File: config.mk
export PLATFORM = sky130hd
export DESIGN_NAME = c3bs_cell
export DESIGN_NICKNAME = d
export VERILOG_FILES = /design/src/rtl/conv3x3_border_saturate_filter_assert.svh /design/src/rtl/c3bs_pkg.sv /design/src/rtl/c3bs_cell.sv
export SDC_FILE = /design/constraint.sdc
export NUM_CORES = 1
export LEC_CHECK = 0
export ABC_AREA = 1
export BUFFER_PORTS_ARGS = -buffer_cell sky130_fd_sc_hd__clkbuf_2
export CORE_MARGIN = 3
export CORE_UTILIZATION = 41
export DETAILED_ROUTE_END_ITERATION = 8
export PLACE_DENSITY = 0.78
export SETUP_SLACK_MARGIN = 0.1
export SLEW_MARGIN = 20
export SYNTH_ARGS = -nofsm -noshare
export SYNTH_HDL_FRONTEND = slang
export SYNTH_SLANG_ARGS = --single-unit
File: constraint.sdc
create_clock -name i_clk -period 0.8 [get_ports i_clk]
set_input_delay 0.16 -clock i_clk [delete_from_list [all_inputs] [get_ports i_clk]]
set_output_delay 0.16 -clock i_clk [all_outputs]
set_load 0.02 [all_outputs]
File: src/rtl/conv3x3_border_saturate_filter_assert.svh
// Assertion macros shared by the 3x3 filter RTL.
// Defining NO_ASSERTIONS turns every macro into an empty body.
`ifndef CONV3X3_BORDER_SATURATE_FILTER_ASSERT_SVH
`define CONV3X3_BORDER_SATURATE_FILTER_ASSERT_SVH
`ifndef NO_ASSERTIONS
// The property must hold at every clock edge outside reset.
`define C3BS_ASSERT(label, clk, rst_n, prop) \
    label: assert property (@(posedge clk) disable iff (!rst_n) prop) \
        else $error("c3bs assertion failed");
// The condition must never be true at a clock edge outside reset.
`define C3BS_NEVER(label, clk, rst_n, cond) \
    label: assert property (@(posedge clk) disable iff (!rst_n) !(cond)) \
        else $error("c3bs forbidden condition seen");
`else
`define C3BS_ASSERT(label, clk, rst_n, prop)
`define C3BS_NEVER(label, clk, rst_n, cond)
`endif
`endif

File: src/rtl/c3bs_pkg.sv
// Package of the 3x3 filter: widths, register indexes, payload and control types.
// No dependencies; every other RTL module imports it.
`timescale 1ns / 1ps
`default_nettype none
package c3bs_pkg;
    localparam int KERNEL_SIZE            = 3;
    localparam int DEF_MAX_LINE_WIDTH     = 1024;
    localparam int PIX_W                  = 16;
    localparam int VALUE_W                = 17;
    localparam int SUM_W                  = 40;
    localparam int ACC_W                  = 36;
    localparam int PROD_W                 = 52;
    localparam int CFG_W                  = 64;
    localparam int CFG_IDX_W              = 3;
    localparam int ROW_W                  = 16;
    localparam int LW_W                   = 11;
    localparam int KROW_W                 = 48;
    localparam int DEPTH_W                = 5;

    localparam logic [CFG_IDX_W-1:0] CFG_KERNEL_TOP = 3'd0;
    localparam logic [CFG_IDX_W-1:0] CFG_KERNEL_MID = 3'd1;
    localparam logic [CFG_IDX_W-1:0] CFG_KERNEL_BOT = 3'd2;
    localparam logic [CFG_IDX_W-1:0] CFG_SCALE_MUL  = 3'd3;
    localparam logic [CFG_IDX_W-1:0] CFG_SCALE_SHR  = 3'd4;
    localparam logic [CFG_IDX_W-1:0] CFG_LINE_WIDTH = 3'd5;
    localparam logic [CFG_IDX_W-1:0] CFG_FORMAT     = 3'd6;
    localparam logic [CFG_IDX_W-1:0] CFG_BORDER     = 3'd7;

    typedef struct packed {
        logic [PIX_W-1:0] pixel;
        logic             below_frame;
    } t_in_item;

    typedef struct packed {
        logic signed [VALUE_W-1:0] value;
        logic                      last_of_row;
        logic                      last_of_frame;
        logic signed [SUM_W-1:0]   frame_sum;
    } t_out_item;

    typedef logic [KERNEL_SIZE-1:0][PIX_W-1:0] t_column;
    typedef logic [KERNEL_SIZE-1:0][KERNEL_SIZE-1:0][PIX_W-1:0] t_window;

    typedef struct packed {
        logic [KERNEL_SIZE-1:0][KROW_W-1:0] kernel;
        logic signed [15:0]                 mult;
        logic [4:0]                         shift;
        logic                               src_signed;
        logic                               dst_signed;
        logic                               abs_mode;
        logic [DEPTH_W-1:0]                 depth;
    } t_mac_cfg;

    typedef struct packed {
        logic start;
    } t_mac_ctl;

    typedef struct packed {
        logic                      done;
        logic signed [VALUE_W-1:0] value;
    } t_mac_sts;
endpackage
`default_nettype wire

File: src/rtl/c3bs_cell.sv
// One column cell of the 3x3 window chain; takes its i_col input on shift.
// Depends on c3bs_pkg.
`timescale 1ns / 1ps
`default_nettype none
module c3bs_cell (
    input  wire              i_clk,
    input  wire              i_rst_n,
    input  wire              i_shift,
    input  c3bs_pkg::t_column i_col,
    output c3bs_pkg::t_column o_col
);
    import c3bs_pkg::*;

    t_column r_col;

    always_ff @(posedge i_clk) begin
        if (!i_rst_n) begin
            r_col <= '0;
        end else if (i_shift) begin
            r_col <= i_col;
        end
    end

    assign o_col = r_col;
endmodule
`default_nettype wire

Word-level counts from Yosys, hierarchy flattened:

Index checks and enable logic that the tools add are counted.

* register bits after elaboration: 48
* bits in latches: 0
* memory bits (writable): 0
* bits in read-only memories: 0
* input port bits: 51
* output and inout bits: 48
* logic and storage cells: 3
* memories kept: 0

* add/subtract/negate cells: 0
* $mul: 0
* div/mod/pow operators: 0
* magnitude comparators: 0
* equality and inequality tests: 0
* shift-type cells: 0
* mux-type cells: 0
* bitwise gates (word level): 0
* reduce and logical (&&, ||, !) cells: 0

Logic depth before layout (Yosys ltp):

* word-level depth: 0
* gate-level depth with buffers: 5
* depth with buffers taken out: 4

Worst setup path before layout:

No wires, ideal clock.

* path kind: input-to-reg
* start point: in i_shift
* end point: reg r_col, in the netlist o_col[0]
* setup time: 113 ps
* arrival: 677 ps
* required time: 687 ps
* slack: 10 ps
* stages on the path: 5
* buffers on the path: 3
* cell sequence: buf_2 buf_6 buf_6 nor2_1 nor2_1

RTL lines
* start: declaration: line c3bs_cell.sv:8 `input wire i_shift,`
* end signal: assignment: line c3bs_cell.sv:20 `r_col <= i_col;`
* end: declaration: line c3bs_cell.sv:14 `t_column r_col;`

Worst setup path after layout:

* start point: reg r_col, in the netlist o_col[45]
* end point: out o_col[45] (netlist name)

RTL lines
* end: declaration: line c3bs_cell.sv:10 `output c3bs_pkg::t_column o_col`

No word-level cell between the ends.

==> results.txt <==
- In this run the clock root is driven by a sky130_fd_sc_hd__clkbuf_8.
* Post-Syn Area: 1970 sq um
- Clk sinks: 48
- Worst path slowest cell: sky130_fd_sc_hd__dfxtp_2
- Worst-margin pin slew: 222 ps
- Static timing analysis puts the maximum clock frequency at 1070 MHz.
* Power per cell area: 1810 nW/um^2
* Share of the synthesized area in the top cell type: 0.487
- Number of buffers inserted during clock tree synthesis: 5
- Min-Delay Endpoint: o_col[21]
- Max-cap violations in this run came to 0.
- Cell count after synthesis: 304
* Total Routing Usage GR: 0.163
* Capturing element type of the critical path: output port
- In this run the tightest slew margin relative to its limit is 0.852.
- The floorplan step set the die height to 75.4 um.
* Number of optimization iterations in the first detailed-route pass: 5
* GP Congestion: 0.710
* Area inside the core boundary: 4500 sq um
- Data required time at the worst endpoint: 640 ps
- The min-delay analysis places its worst path in the category in2reg.
* Horiz. Die Dim: 75.4 um
- DRC violation count after routing: 0
* Filler Cell Count: 338
* Cell-by-cell listing of the critical path: buf_8
- Of all nets on the critical path, the largest fanout is 2.
- Via count of the routed design: 1932
- Worst setup slack for register-to-register paths: 110 ps
- Of the total synthesized cell area, the portion taken by AND, OR, NAND and NOR gates is 0.365.
- Most common cell after layout, fill and taps aside: sky130_fd_sc_hd__nand2_1
- The floorplan step defined a die boundary enclosing 5680 sq um.
- The number of hold violations in the final report was 0.
- The compound-cell area share of the yosys netlist was 0.
- DRT Wirelength: 4800 um
* Fin crit share: 1.17
- Relative area change from synthesis to final layout: 60.5%
- Each instance of the synthesized netlist takes up on average 6.49 sq um.
- The worst setup path is launched from a register.
- The clock tree synthesis step divided the H-tree into 2 levels.
* Setup WS post-layout: -135 ps
* Antenna Cells: 0
- Total power: 0.00574 W
* Crit path largest cell delay: 370 ps
- Of the synthesized area, sequential elements account for 0.487.
- Detailed Place HPWL: 2910 um
* Number of register bits inferred by synthesis: 48
- Using the TritonRoute via totals, the vias-per-cell ratio works out to 4.26.
- Global-route wire length before repair: 7250 um
- The register with the most flip-flops in the layout has 48 of them.
* Filler-free cell count of the finished design: 453
* Commonest non-fill, non-tap cells in the layout: sky130_fd_sc_hd__nand2_1, sky130_fd_sc_hd__nor2_1, sky130_fd_sc_hd__clkbuf_2
- Number of buffers on the longest clock path: 2
* Largest net degree at the start of global routing: 49
* Number of DRC markers in iteration 0: 81
* Worst R2R Start: o_col[11]
* Number of core rows: 24
- Buf/Inv on CP: 1
- RSZ-0062 raised after global routing: true
- After detailed routing, the average wire length per cell comes to 10.6 um.
- OpenSTA, run right after detailed placement, puts the worst setup slack at -44.1 ps.
- Of the cells placed in the final design, the portion with a size suffix greater than 1 is 0.409.
* Most area-consuming cells after synthesis: sky130_fd_sc_hd__dfxtp_1, sky130_fd_sc_hd__nand2_1, sky130_fd_sc_hd__nor2_1, sky130_fd_sc_hd__inv_1, sky130_fd_sc_hd__buf_6
- Number of distinct library cell variants in the gate-level netlist after synthesis: 8
- Crit Path Class: reg2out
- Summed over all layers, the global routing overflow is 0.
- After synthesis, the share of cell area in mux cells is 0.
- The worst hold path passes through 5 cells.
- Layout Nets: 451
- Beginning of the worst hold path: i_col[21]
* TritonCTS clock tree: done
- The number of antenna violations at the first check in global routing is 0.
* Violations in the final reports: setup timing
* Final setup violation count: 48
* Delay-heaviest family, CP: flip-flops
- For this design the static power due to leakage is 1.77 nW.
- For the worst-skew pair, the clock arrives at the later sink with an insertion delay of 290 ps.
- Share of the synthesized netlist area taken by xor and xnor gates: 0
- Reg-to-Reg End: o_col[11]
* Data arrival time of the critical path: 780 ps
* Main combinational cell family by area after synthesis: simple AND/OR/NAND/NOR gates
- Fin Clk Skew: 0 ps
* Peak ir drop on the vdd network: 0.880 mV
- Most area-hungry cell type in the Yosys netlist: sky130_fd_sc_hd__dfxtp_1
* Syn. warnings: 0
* Outcome: finished, violations left
* Area share of fa/ha/maj cells after synthesis: 0
- Remaining antenna violation count: 0
- For the worst flop-to-flop path, the logic depth is 3.
- I/O pin total: 99
- Net count of the mapped netlist: 355
- Starting utilization of the core area: 0.438
* Buffers on Ports: 98
* Clock transition at the registers of the reported paths: 90 ps
- Counting I/O delays and the setup requirement, the final critical path takes 935 ps.
- For the final routed database, the setup TNS stands at -5520 ps.
* Via count of the first global-routing pass: 1723
* Cell count after placement: 441
- Share of the core filled with cells in the final layout: 0.703
- The number of pins exceeding their max-slew limit in the final report was 0.
- Buffers inserted to repair hold after CTS numbered 0.
[synth_stat cells]
cell	instances
sky130_fd_sc_hd__inv_1	48
sky130_fd_sc_hd__nand2_1	96
sky130_fd_sc_hd__nor2_1	96
sky130_fd_sc_hd__dfxtp_1	48
sky130_fd_sc_hd__clkbuf_1	2
sky130_fd_sc_hd__buf_2	8
sky130_fd_sc_hd__buf_4	1
sky130_fd_sc_hd__buf_6	5
[cell type report]
| cell class | instances | area [sq um] | area share |
|---|---|---|---|
| inverter | 48 | 180 | 0.0569 |
| timing repair buffer | 105 | 1060 | 0.335 |
| multi-input combinational | 192 | 728 | 0.230 |
| clock buffer | 5 | 68.8 | 0.0217 |
| tap | 52 | 65.1 | 0.0205 |
| clock inverter | 3 | 42.5 | 0.0134 |
| sequential | 48 | 1020 | 0.322 |
[tightest hold or removal path: stages]
cell,delay (ps)
sky130_fd_sc_hd__clkbuf_2,80
sky130_fd_sc_hd__inv_1,40
sky130_fd_sc_hd__nand2_1,40
sky130_fd_sc_hd__nand2_1,50
sky130_fd_sc_hd__nor2_1,30
[cell families (layout without fill, tap and decap cells)]
group	Yosys count	count (layout)
and+or+nand+nor	192	192
buffers and inverters	64	161
DFF	48	48
[worst max path at each step]
| stage | end | startpoint | slack [ps] | cells after the start |
|---|---|---|---|---|
| floorplan | o_col[13] | i_shift | 50 | 5 |
| global placement | o_col[22] | i_shift | -20 | 5 |
| detailed placement | o_col[18] | i_shift | -40 | 5 |
| CTS | o_col[45] | o_col[45] | -160 | 1 |
| global route | o_col[45] | o_col[45] | -170 | 1 |
| finish | o_col[45] | o_col[45] | -140 | 1 |
[per-layer routing]
layer / routed length, um / global-route usage / vias to the layer above / part of all wire
met2: 2290 / 0.292 / 67 / 0.48
met5: 0 / 0 / - / 0
met4: 36 / 0.0408 / 0 / 0.0075
met3: 443 / 0.0567 / 5 / 0.092
li1: - / - / 1041 / -
met1: 2030 / 0.184 / 819 / 0.42
[metrics by stage]
| step | hold WS (ps) | area, sq um |
|---|---|---|
| global placement | 438 | 2480 |
| global route | 140 | 3170 |
| finish | 130 | 3170 |
| detailed placement | 444 | 2480 |
| floorplan | 348 | 1980 |
| CTS | 116 | 3070 |
[repair_timing]
action	in CTS	in global routing
pin swaps	0	4
resized for setup	144	51
setup endpoints to repair	48	48
gates cloned	0	0
buffers inserted	0	4
[report_power, final]
group	internal (W)	switching [W]	total, W
sequential	0.00259	0.000149	0.00274
clock	0.000925	0.000791	0.00172
combinational	0.000686	0.000596	0.00128
Note: power is estimated with default switching activity, not from simulation.
