File: src/rtl/conv3x3_border_saturate_filter_assert.svh
// Assertion macros shared by the 3x3 filter RTL.
// Defining NO_ASSERTIONS turns every macro into an empty body.
`ifndef CONV3X3_BORDER_SATURATE_FILTER_ASSERT_SVH
`define CONV3X3_BORDER_SATURATE_FILTER_ASSERT_SVH
`ifndef NO_ASSERTIONS
// The property must hold at every clock edge outside reset.
`define C3BS_ASSERT(label, clk, rst_n, prop) \
    label: assert property (@(posedge clk) disable iff (!rst_n) prop) \
        else $error("c3bs assertion failed");
// The condition must never be true at a clock edge outside reset.
`define C3BS_NEVER(label, clk, rst_n, cond) \
    label: assert property (@(posedge clk) disable iff (!rst_n) !(cond)) \
        else $error("c3bs forbidden condition seen");
`else
`define C3BS_ASSERT(label, clk, rst_n, prop)
`define C3BS_NEVER(label, clk, rst_n, cond)
`endif
`endif

File: src/rtl/c3bs_pkg.sv
// Package of the 3x3 filter: widths, register indexes, payload and control types.
// No dependencies; every other RTL module imports it.
`timescale 1ns / 1ps
`default_nettype none
package c3bs_pkg;
    localparam int KERNEL_SIZE            = 3;
    localparam int DEF_MAX_LINE_WIDTH     = 1024;
    localparam int PIX_W                  = 16;
    localparam int VALUE_W                = 17;
    localparam int SUM_W                  = 40;
    localparam int ACC_W                  = 36;
    localparam int PROD_W                 = 52;
    localparam int CFG_W                  = 64;
    localparam int CFG_IDX_W              = 3;
    localparam int ROW_W                  = 16;
    localparam int LW_W                   = 11;
    localparam int KROW_W                 = 48;
    localparam int DEPTH_W                = 5;

    localparam logic [CFG_IDX_W-1:0] CFG_KERNEL_TOP = 3'd0;
    localparam logic [CFG_IDX_W-1:0] CFG_KERNEL_MID = 3'd1;
    localparam logic [CFG_IDX_W-1:0] CFG_KERNEL_BOT = 3'd2;
    localparam logic [CFG_IDX_W-1:0] CFG_SCALE_MUL  = 3'd3;
    localparam logic [CFG_IDX_W-1:0] CFG_SCALE_SHR  = 3'd4;
    localparam logic [CFG_IDX_W-1:0] CFG_LINE_WIDTH = 3'd5;
    localparam logic [CFG_IDX_W-1:0] CFG_FORMAT     = 3'd6;
    localparam logic [CFG_IDX_W-1:0] CFG_BORDER     = 3'd7;

    typedef struct packed {
        logic [PIX_W-1:0] pixel;
        logic             below_frame;
    } t_in_item;

    typedef struct packed {
        logic signed [VALUE_W-1:0] value;
        logic                      last_of_row;
        logic                      last_of_frame;
        logic signed [SUM_W-1:0]   frame_sum;
    } t_out_item;

    typedef logic [KERNEL_SIZE-1:0][PIX_W-1:0] t_column;
    typedef logic [KERNEL_SIZE-1:0][KERNEL_SIZE-1:0][PIX_W-1:0] t_window;

    typedef struct packed {
        logic [KERNEL_SIZE-1:0][KROW_W-1:0] kernel;
        logic signed [15:0]                 mult;
        logic [4:0]                         shift;
        logic                               src_signed;
        logic                               dst_signed;
        logic                               abs_mode;
        logic [DEPTH_W-1:0]                 depth;
    } t_mac_cfg;

    typedef struct packed {
        logic start;
    } t_mac_ctl;

    typedef struct packed {
        logic                      done;
        logic signed [VALUE_W-1:0] value;
    } t_mac_sts;
endpackage
`default_nettype wire

File: src/rtl/c3bs_mac.sv
// Iterative multiply-accumulate over the nine taps, then scale, shift and saturate.
// Depends on c3bs_pkg.
`timescale 1ns / 1ps
`default_nettype none
module c3bs_mac (
    input  wire               i_clk,
    input  wire               i_rst_n,
    input  c3bs_pkg::t_mac_ctl i_ctl,
    input  c3bs_pkg::t_mac_cfg i_cfg,
    input  c3bs_pkg::t_window  i_win,
    output c3bs_pkg::t_mac_sts o_sts
);
    import c3bs_pkg::*;

    typedef enum logic [3:0] {
        M_IDLE  = 4'b0001,
        M_ACC   = 4'b0010,
        M_SCALE = 4'b0100,
        M_SAT   = 4'b1000
    } t_mac_state;

    t_mac_state                r_state, n_state;
    logic [1:0]                r_row, r_col;
    logic signed [ACC_W-1:0]   r_acc;
    logic signed [PROD_W-1:0]  r_prod;
    logic                      r_done;
    logic signed [VALUE_W-1:0] r_value;

    logic [PIX_W-1:0]          w_tap;
    logic signed [PIX_W:0]     w_px;
    logic signed [15:0]        w_coef;
    logic signed [32:0]        w_term;
    logic signed [PROD_W-1:0]  w_scaled;
    logic signed [PROD_W-1:0]  w_sh;
    logic signed [PROD_W-1:0]  w_mag;
    logic signed [PROD_W-1:0]  w_max;
    logic signed [PROD_W-1:0]  w_res;
    logic [DEPTH_W-1:0]        w_depth;
    logic [VALUE_W-1:0]        w_lim;

    assign w_tap    = i_win[r_col][r_row];
    assign w_px     = i_cfg.src_signed ? {w_tap[PIX_W-1], w_tap} : {1'b0, w_tap};
    assign w_coef   = i_cfg.kernel[r_row][{r_col, 4'b0000} +: 16];
    assign w_term   = w_px * w_coef;
    assign w_scaled = r_acc * i_cfg.mult;

    always_comb begin
        w_sh    = r_prod >>> i_cfg.shift;
        w_depth = (i_cfg.depth > DEPTH_W'(16)) ? DEPTH_W'(16) : i_cfg.depth;
        w_lim   = (VALUE_W'(1) << w_depth) - VALUE_W'(1);
        if (i_cfg.dst_signed) begin
            w_lim = w_lim >> 1;
        end
        w_max = signed'({{(PROD_W-VALUE_W){1'b0}}, w_lim});
        w_mag = (w_sh < 0) ? -w_sh : w_sh;
        if (i_cfg.abs_mode) begin
            w_res = (w_mag > w_max) ? w_max : w_mag;
        end else if (i_cfg.dst_signed) begin
            if (w_sh < -w_max) begin
                w_res = -w_max;
            end else if (w_sh > w_max) begin
                w_res = w_max;
            end else begin
                w_res = w_sh;
            end
        end else begin
            if (w_sh < 0) begin
                w_res = '0;
            end else if (w_sh > w_max) begin
                w_res = w_max;
            end else begin
                w_res = w_sh;
            end
        end
    end

    always_comb begin
        n_state = r_state;
        unique case (r_state)
            M_IDLE:  if (i_ctl.start) n_state = M_ACC;
            M_ACC:   if (r_row == 2'd2 && r_col == 2'd2) n_state = M_SCALE;
            M_SCALE: n_state = M_SAT;
            M_SAT:   n_state = M_IDLE;
            default: n_state = M_IDLE;
        endcase
    end

    always_ff @(posedge i_clk) begin
        if (!i_rst_n) begin
            r_state <= M_IDLE;
            r_done  <= 1'b0;
            r_row   <= '0;
            r_col   <= '0;
        end else begin
            r_state <= n_state;
            r_done  <= (r_state == M_SAT);
            if (r_state == M_IDLE) begin
                r_row <= '0;
                r_col <= '0;
            end else if (r_state == M_ACC) begin
                if (r_col == 2'd2) begin
                    r_col <= '0;
                    r_row <= r_row + 2'd1;
                end else begin
                    r_col <= r_col + 2'd1;
                end
            end
        end
    end

    always_ff @(posedge i_clk) begin
        if (r_state == M_IDLE) begin
            r_acc <= '0;
        end else if (r_state == M_ACC) begin
            r_acc <= r_acc + ACC_W'(w_term);
        end
        if (r_state == M_SCALE) begin
            r_prod <= w_scaled;
        end
        if (r_state == M_SAT) begin
            r_value <= VALUE_W'(w_res);
        end
    end

    assign o_sts.done  = r_done;
    assign o_sts.value = r_value;
endmodule
`default_nettype wire

File: config.mk
export PLATFORM = sky130hd
export DESIGN_NAME = c3bs_mac
export DESIGN_NICKNAME = d
export VERILOG_FILES = /design/src/rtl/conv3x3_border_saturate_filter_assert.svh /design/src/rtl/c3bs_pkg.sv /design/src/rtl/c3bs_mac.sv
export SDC_FILE = /design/constraint.sdc
export NUM_CORES = 2
export LEC_CHECK = 0
export BUFFER_PORTS_ARGS = -buffer_cell sky130_fd_sc_hd__buf_4
export CAP_MARGIN = 20
export CORE_UTILIZATION = 54
export CTS_BUF_LIST = sky130_fd_sc_hd__clkbuf_16
export DETAILED_ROUTE_END_ITERATION = 10
export GPL_TIMING_DRIVEN = 0
export PLACE_DENSITY_LB_ADDON = 0.05
export SYNTH_ARGS = -nofsm -noshare
export SYNTH_HDL_FRONTEND = slang
export SYNTH_SLANG_ARGS = --single-unit
File: constraint.sdc
create_clock -name i_clk -period 9.45 [get_ports i_clk]
set_input_delay 0 -clock i_clk [delete_from_list [all_inputs] [get_ports i_clk]]
set_output_delay 0 -clock i_clk [all_outputs]
set_load 0.1 [all_outputs]
## Yosys cells after proc, flatten, opt, wreduce, memory -nomap -nowiden

Index checks and enable logic that the tools add are counted.

- Register bits: 114
- Input bits: 320
- Output and inout bits: 18
- Word-level logic and storage cells: 58

- $add $sub $neg: 6
- $mul: 2
- $lt $le $gt $ge: 7
- Equality and inequality tests: 8
- Shifts and indexed selects: 3
- Muxes and demuxes: 20
- Bitwise logic cells: 1
- Reduce and logical (&&, ||, !) cells: 4

Operators with widths:

| kind | number |
|---|---|
| 48-bit binary-select mux with 2-bit select | 2 |
| 17-bit two-way mux | 8 |
| 52-bit by 18-bit greater-than comparator with 1-bit output | 2 |
| 48-bit two-way mux | 2 |
| 52-bit by 1-bit < comparator with 1-bit output, second input constant | 1 |
| 52-bit < comparator | 1 |
| 36-bit by 16-bit multiplier with 52-bit output | 1 |
| 52-bit two-way mux | 1 |
| 17-bit negator with 52-bit output | 1 |
| 52-bit negator | 1 |
| 52-bit by 5-bit >>> shifter with 52-bit output | 1 |
| 48-bit by 7-bit indexed part select with 16-bit output | 1 |
| 36-bit by 33-bit adder with 36-bit output | 1 |
| 17-bit by 16-bit multiplier with 33-bit output | 1 |
| 16-bit binary-select mux with 2-bit select | 1 |
| 1-bit by 5-bit left shift with 17-bit output, first input constant | 1 |
| 17-bit by 2-bit subtractor with 17-bit output, second input constant | 1 |
| 16-bit two-way mux | 1 |
| 4-bit one-hot mux with 3 select lines | 1 |
| 4-bit two-way mux | 2 |
| 2-bit by 3-bit < comparator with 1-bit output, second input constant | 2 |
| 5-bit greater-than comparator, second input constant | 1 |
| 5-bit two-way mux | 1 |
| 2-bit by 1-bit adder with 2-bit output, second input constant | 2 |
| 11 further kinds | 14 |

## Depth between registers and ports, before layout

- Word-level depth: 10
- Mapped depth: 35
- Depth with buffers taken out: 33

## Worst setup path before layout

Ideal clock, no wire load.

- Path type: register -> register
- Start point: register r_col[0]
- End point: register r_acc[35]
- Setup time: 0.128 ns
- Data arrival time: 8.105 ns
- Data required time: 9.322 ns
- Slack: 1.217 ns
- Cell stages (with the launch flop): 30
- Clock period less this slack: 8.233 ns
- Path through: dfxtp_1 > buf_1 > buf_1 > clkbuf_1 > mux2_2 > a21boi_1 > clkbuf_1 > nor2_1 > fa_1 > fa_1 > inv_1 > fa_1 > inv_1 > fa_1 > inv_1 > fa_1 > inv_1 > fa_1 > ha_1 > a21boi_0 > o21ai_0 > a211oi_1 > o21ai_0 > a21oi_1 > a21oi_1 > a21o_1 > or3_1 > a31oi_1 > xnor2_1 > o21ai_0

- Cells in the longest elaborated chain, start to end: 7
- Elaborated cells on any way between the ends: 8
- Classes of those cells: add/sub: 1; mul: 1; shift: 1; mux: 5

RTL lines:

| item | RTL line | source |
|---|---|---|
| start: declaration | c3bs_mac.sv:23 | `logic [1:0] r_row, r_col;` |
| start signal: assignment | c3bs_mac.sv:105 | `r_col <= r_col + 2'd1;` |
| 48-bit binary-select mux with 2-bit select | c3bs_mac.sv:41 | `assign w_tap = i_win[r_col][r_row];` |
| 48-bit two-way mux (implied by the code) | c3bs_mac.sv:41 |  |
| 16-bit binary-select mux with 2-bit select | c3bs_mac.sv:41 |  |
| 16-bit two-way mux (implied by the code) | c3bs_mac.sv:41 |  |
| 17-bit two-way mux | c3bs_mac.sv:42 | `assign w_px = i_cfg.src_signed ? {w_tap[PIX_W-1], w_tap} : {1'b0, w_tap};` |
| 17-bit by 16-bit multiplier with 33-bit output (*) | c3bs_mac.sv:44 | `assign w_term = w_px * w_coef;` |
| 36-bit by 33-bit adder with 36-bit output (*) | c3bs_mac.sv:115 | `r_acc <= r_acc + ACC_W'(w_term);` |
| end signal: assignment | c3bs_mac.sv:115 |  |
| end: declaration | c3bs_mac.sv:24 | `logic signed [ACC_W-1:0] r_acc;` |

Every way passes the cells marked *; elsewhere a longest branch is shown, timed or not. The select of a mux whose other input is x is not followed.
A chain may end at the register's enable or synchronous reset.

## Worst setup path in the final report

Same ends and word-level chain as after synthesis.

==> results by group <==
Outcome
  – Status: completed

STA
  – Hold_ws: 0.3039 ns
  – RSZ-0062 raised after global routing: no
  – Clock skew: between 0.015 and 0.02 ns
  – Worst slew pin tran: 1.289 ns
  – F_max: ~0.11 GHz
  – Final Cycle Share: 96.80%
  – Final setup viols: 0
  – Slew Limit Headroom: around 14%
  – Crit path time final: just over 9 ns
  – Fin. Hold Viols: 0
  – Final Max Tran Viols: 0

Critical path
  – CP delay by family, top: adder cells
  – WP data required: 9.78 ns
  – Buf+Inv Stages, Crit Path: 7
  – Slowest-stage cell, CP: a21boi_1
  – Endpoint type of the worst setup path: register
  – Reg2Reg Depth: 28
  – Critical Path Max Stage Delay: between 0.8 and 0.9 ns
  – Critical Path Fanout Max: 10
  – CP Class: register to register
  – R2R Setup Slk: around 0.3 ns
  – Startpoint types: register
  – Crit path DAT: 9.48 ns
  – Critical path depth: 28
  – Most used cell, CP: fa_1

Placement
  – IO buf count: 322
  – GP Congestion: 1.067
  – Detail Placement HPWL: 139300 um

Final layout
  – Syn-to-layout area delta: 10.65%
  – Sequential Area: between 2000 and 3000 sq um
  – Nets@finish: approximately 7100
  – Share of layout cells above drive strength 1: 12.19%
  – Fillers: around 7600
  – Area of the multi-input gates: approximately 39000 sq um

Detailed routing
  – DRC: 0
  – TritonRoute pass-1 iters: 6
  – Antenna-violating nets left: 0
  – DRT iter0 DRCs: about 4200
  – Routed WL: 164700 um
  – Vias per cell: around 6.0
  – Vias: 40538
  – Post-DR wirelength/cell: 24.55 um

Min path
  – Worst min path class: input port to register
  – WHS Path Cells: 5

Power
  – Pwr/cell area: around 380 nW/um^2
  – LEAKAGE: 22.64 nW
  – Power Total: 19.32 mW
  – Max VDD drop: approximately 0.70 mV

Synth
  – Synth area leaders: fa_1, ha_1, inv_1
  – Cell variety after synth: between 100 and 150
  – Post-synth design cell area: about 46000 sq um
  – Largest area contributor in the netlist: fa_1
  – Main synth FF type: edfxtp_1
  – Asr flop ratio synth: 0%
  – YS warnings: 0
  – Sequential element share of the synthesized area: approximately 6.4%
  – Yosys top cell area share: between 30% and 40%
  – Flop and latch count out of synthesis: 114
  – Syn Area/Cell: 8.918 sq um
  – Syn Inst Count: 5183
  – Count leader, synth: inv_1
  – EDFF count, synth: 69
  – Top cells by instance count after synthesis: inv_1, fa_1, nand2_1

Floorplan
  – Core Footprint: around 84000 sq um
  – Die area: 86770 sq um
  – Starting density of the core: 54.88%
  – Die Height: ~290 um
  – Die width: approximately 300 um
  – Row Count: around 110
  – Num ports: about 340

Global route
  – First-pass GRT wire length: around 250000 um
  – Initial antenna violation count: 11
  – Largest net degree at the start of global routing: 21
  – Vias in the first global route: ~41000
  – Congestion Overflow GR: 0
  – GRT Util Overall: 38.50%

Clocking
  – CTS tree: built
  – Htree depth: 4
  – Root Driver: clkbuf_16
  – Worst-path clk slew: 0.07 ns
  – Maximum clock path buffer count: 2
  – # clock sinks: about 110
  – Worst-Skew Late Latency: approximately 0.47 ns
  – Num CTS Buffers: 17

Run
  – Max-cap violation count: 0
[metal layers]
metal	global-route usage [%]	share of wire, %	vias up
li1	-	-	17520
met1	54.33	41	20364
met2	56.67	43	2309
met3	10.56	12	343
met4	13.41	3.7	2
met5	1.872	0.0079	-
[per-stage QoR]
stage / TNS (ns) / cells / worst slack, ns / instance area (sq um) / utilization, %
2_1_floorplan: 0 / 5185 / 1.217 / 46230 / -
3_3_place_gp: -7.540 / 6641 / -1.093 / 50070 / 59.45
3_5_place_dp: -8.520 / 6658 / -1.148 / 50220 / 59.63
4_1_cts: 0 / 6694 / 0.01038 / 50990 / 60.55
5_1_grt: 0 / 6703 / 0.03983 / 51130 / 60.71
6_report: 0 / 6710 / 0.3026 / 51140 / 60.73
[worst paths after layout]
kind                 to     start
max reg2reg   r_acc[35]  r_col[0]
min reg2reg    r_row[1]  r_row[1]
min          r_value[7]  i_cfg[3]
max           r_acc[35]  r_col[0]
[state kept, by name, indices dropped and copies added (netlist names)]
register,count
r_col,2
r_done,1
r_row,2
r_value,17
r_prod,52
r_acc,36
r_state,4
[placed cells by master (no fill, tap or decap), types with 43 or more instances in the layout]
cell type and count:
mux2i_1 137, nand2b_1 66, nand3_1 43, dfxtp_1 45
clkbuf_1 175, nor2_1 248, and2_1 197, edfxtp_1 69
inv_1 904, a21oi_1 176, a21o_1 45, buf_4 349
xnor2_1 77, ha_1 317, fa_1 867, mux4_2 87
mux2_2 52, o21ai_0 145, nor2b_1 46, nand2_1 776
[worst register-to-register path: cells and delay by family, from the launching register on]
kind | cells | cell delay (ns)
adders and majority gates | 7 | 3.20
DFF | 1 | 0.43
xor gates and xnor gates | 1 | 0.17
AOI/OAI and AO/OA | 10 | 2.97
muxes | 1 | 0.33
buffers and inverters | 7 | 1.42
and+or+nand+nor | 2 | 0.48
[power by group]
group | internal, mW | total [mW] | switching, mW
clock | 0.411 | 0.688 | 0.276
sequential | 0.940 | 1.12 | 0.180
combinational | 7.23 | 17.5 | 10.3
total | 8.58 | 19.3 | 10.7
[repair_timing]
item,CTS,global route
resized for setup,38,65
cloned,0,0
setup buffers,0,3
setup endpoints to repair,16,9
hold buffers,5,0
pin swaps,0,3
endpoints found under the hold margin,12,0
[cell type report]
type / count / area share [%]
well taps: 1134 / 2.774
clock buffers: 20 / 0.9786
inverters: 907 / 6.664
clock inverters: 12 / 0.2275
multi-input cells: 3894 / 75.79
flip-flops and latches: 114 / 5.813
plain buffers: 269 / 2.561
diodes: 13 / 0.06361
repair buffers: 347 / 5.133
[logic make-up (layout without fill, tap and decap cells)]
| kind of cell | Yosys count | after routing | synth area share, % |
|---|---|---|---|
| AOI/OAI and AO/OA | 739 | 739 | 10.64 |
| and+or+nand+nor | 1566 | 1566 | 15.77 |
| other | 1 | 16 | 0.008113 |
| buffers and inverters | 1177 | 1555 | 10.07 |
| DFF | 114 | 114 | 6.432 |
| xor gates and xnor gates | 110 | 110 | 2.084 |
| adders and majority gates | 1184 | 1184 | 46.13 |
| muxes | 292 | 292 | 8.871 |
Power figures use the tool's default switching activity.
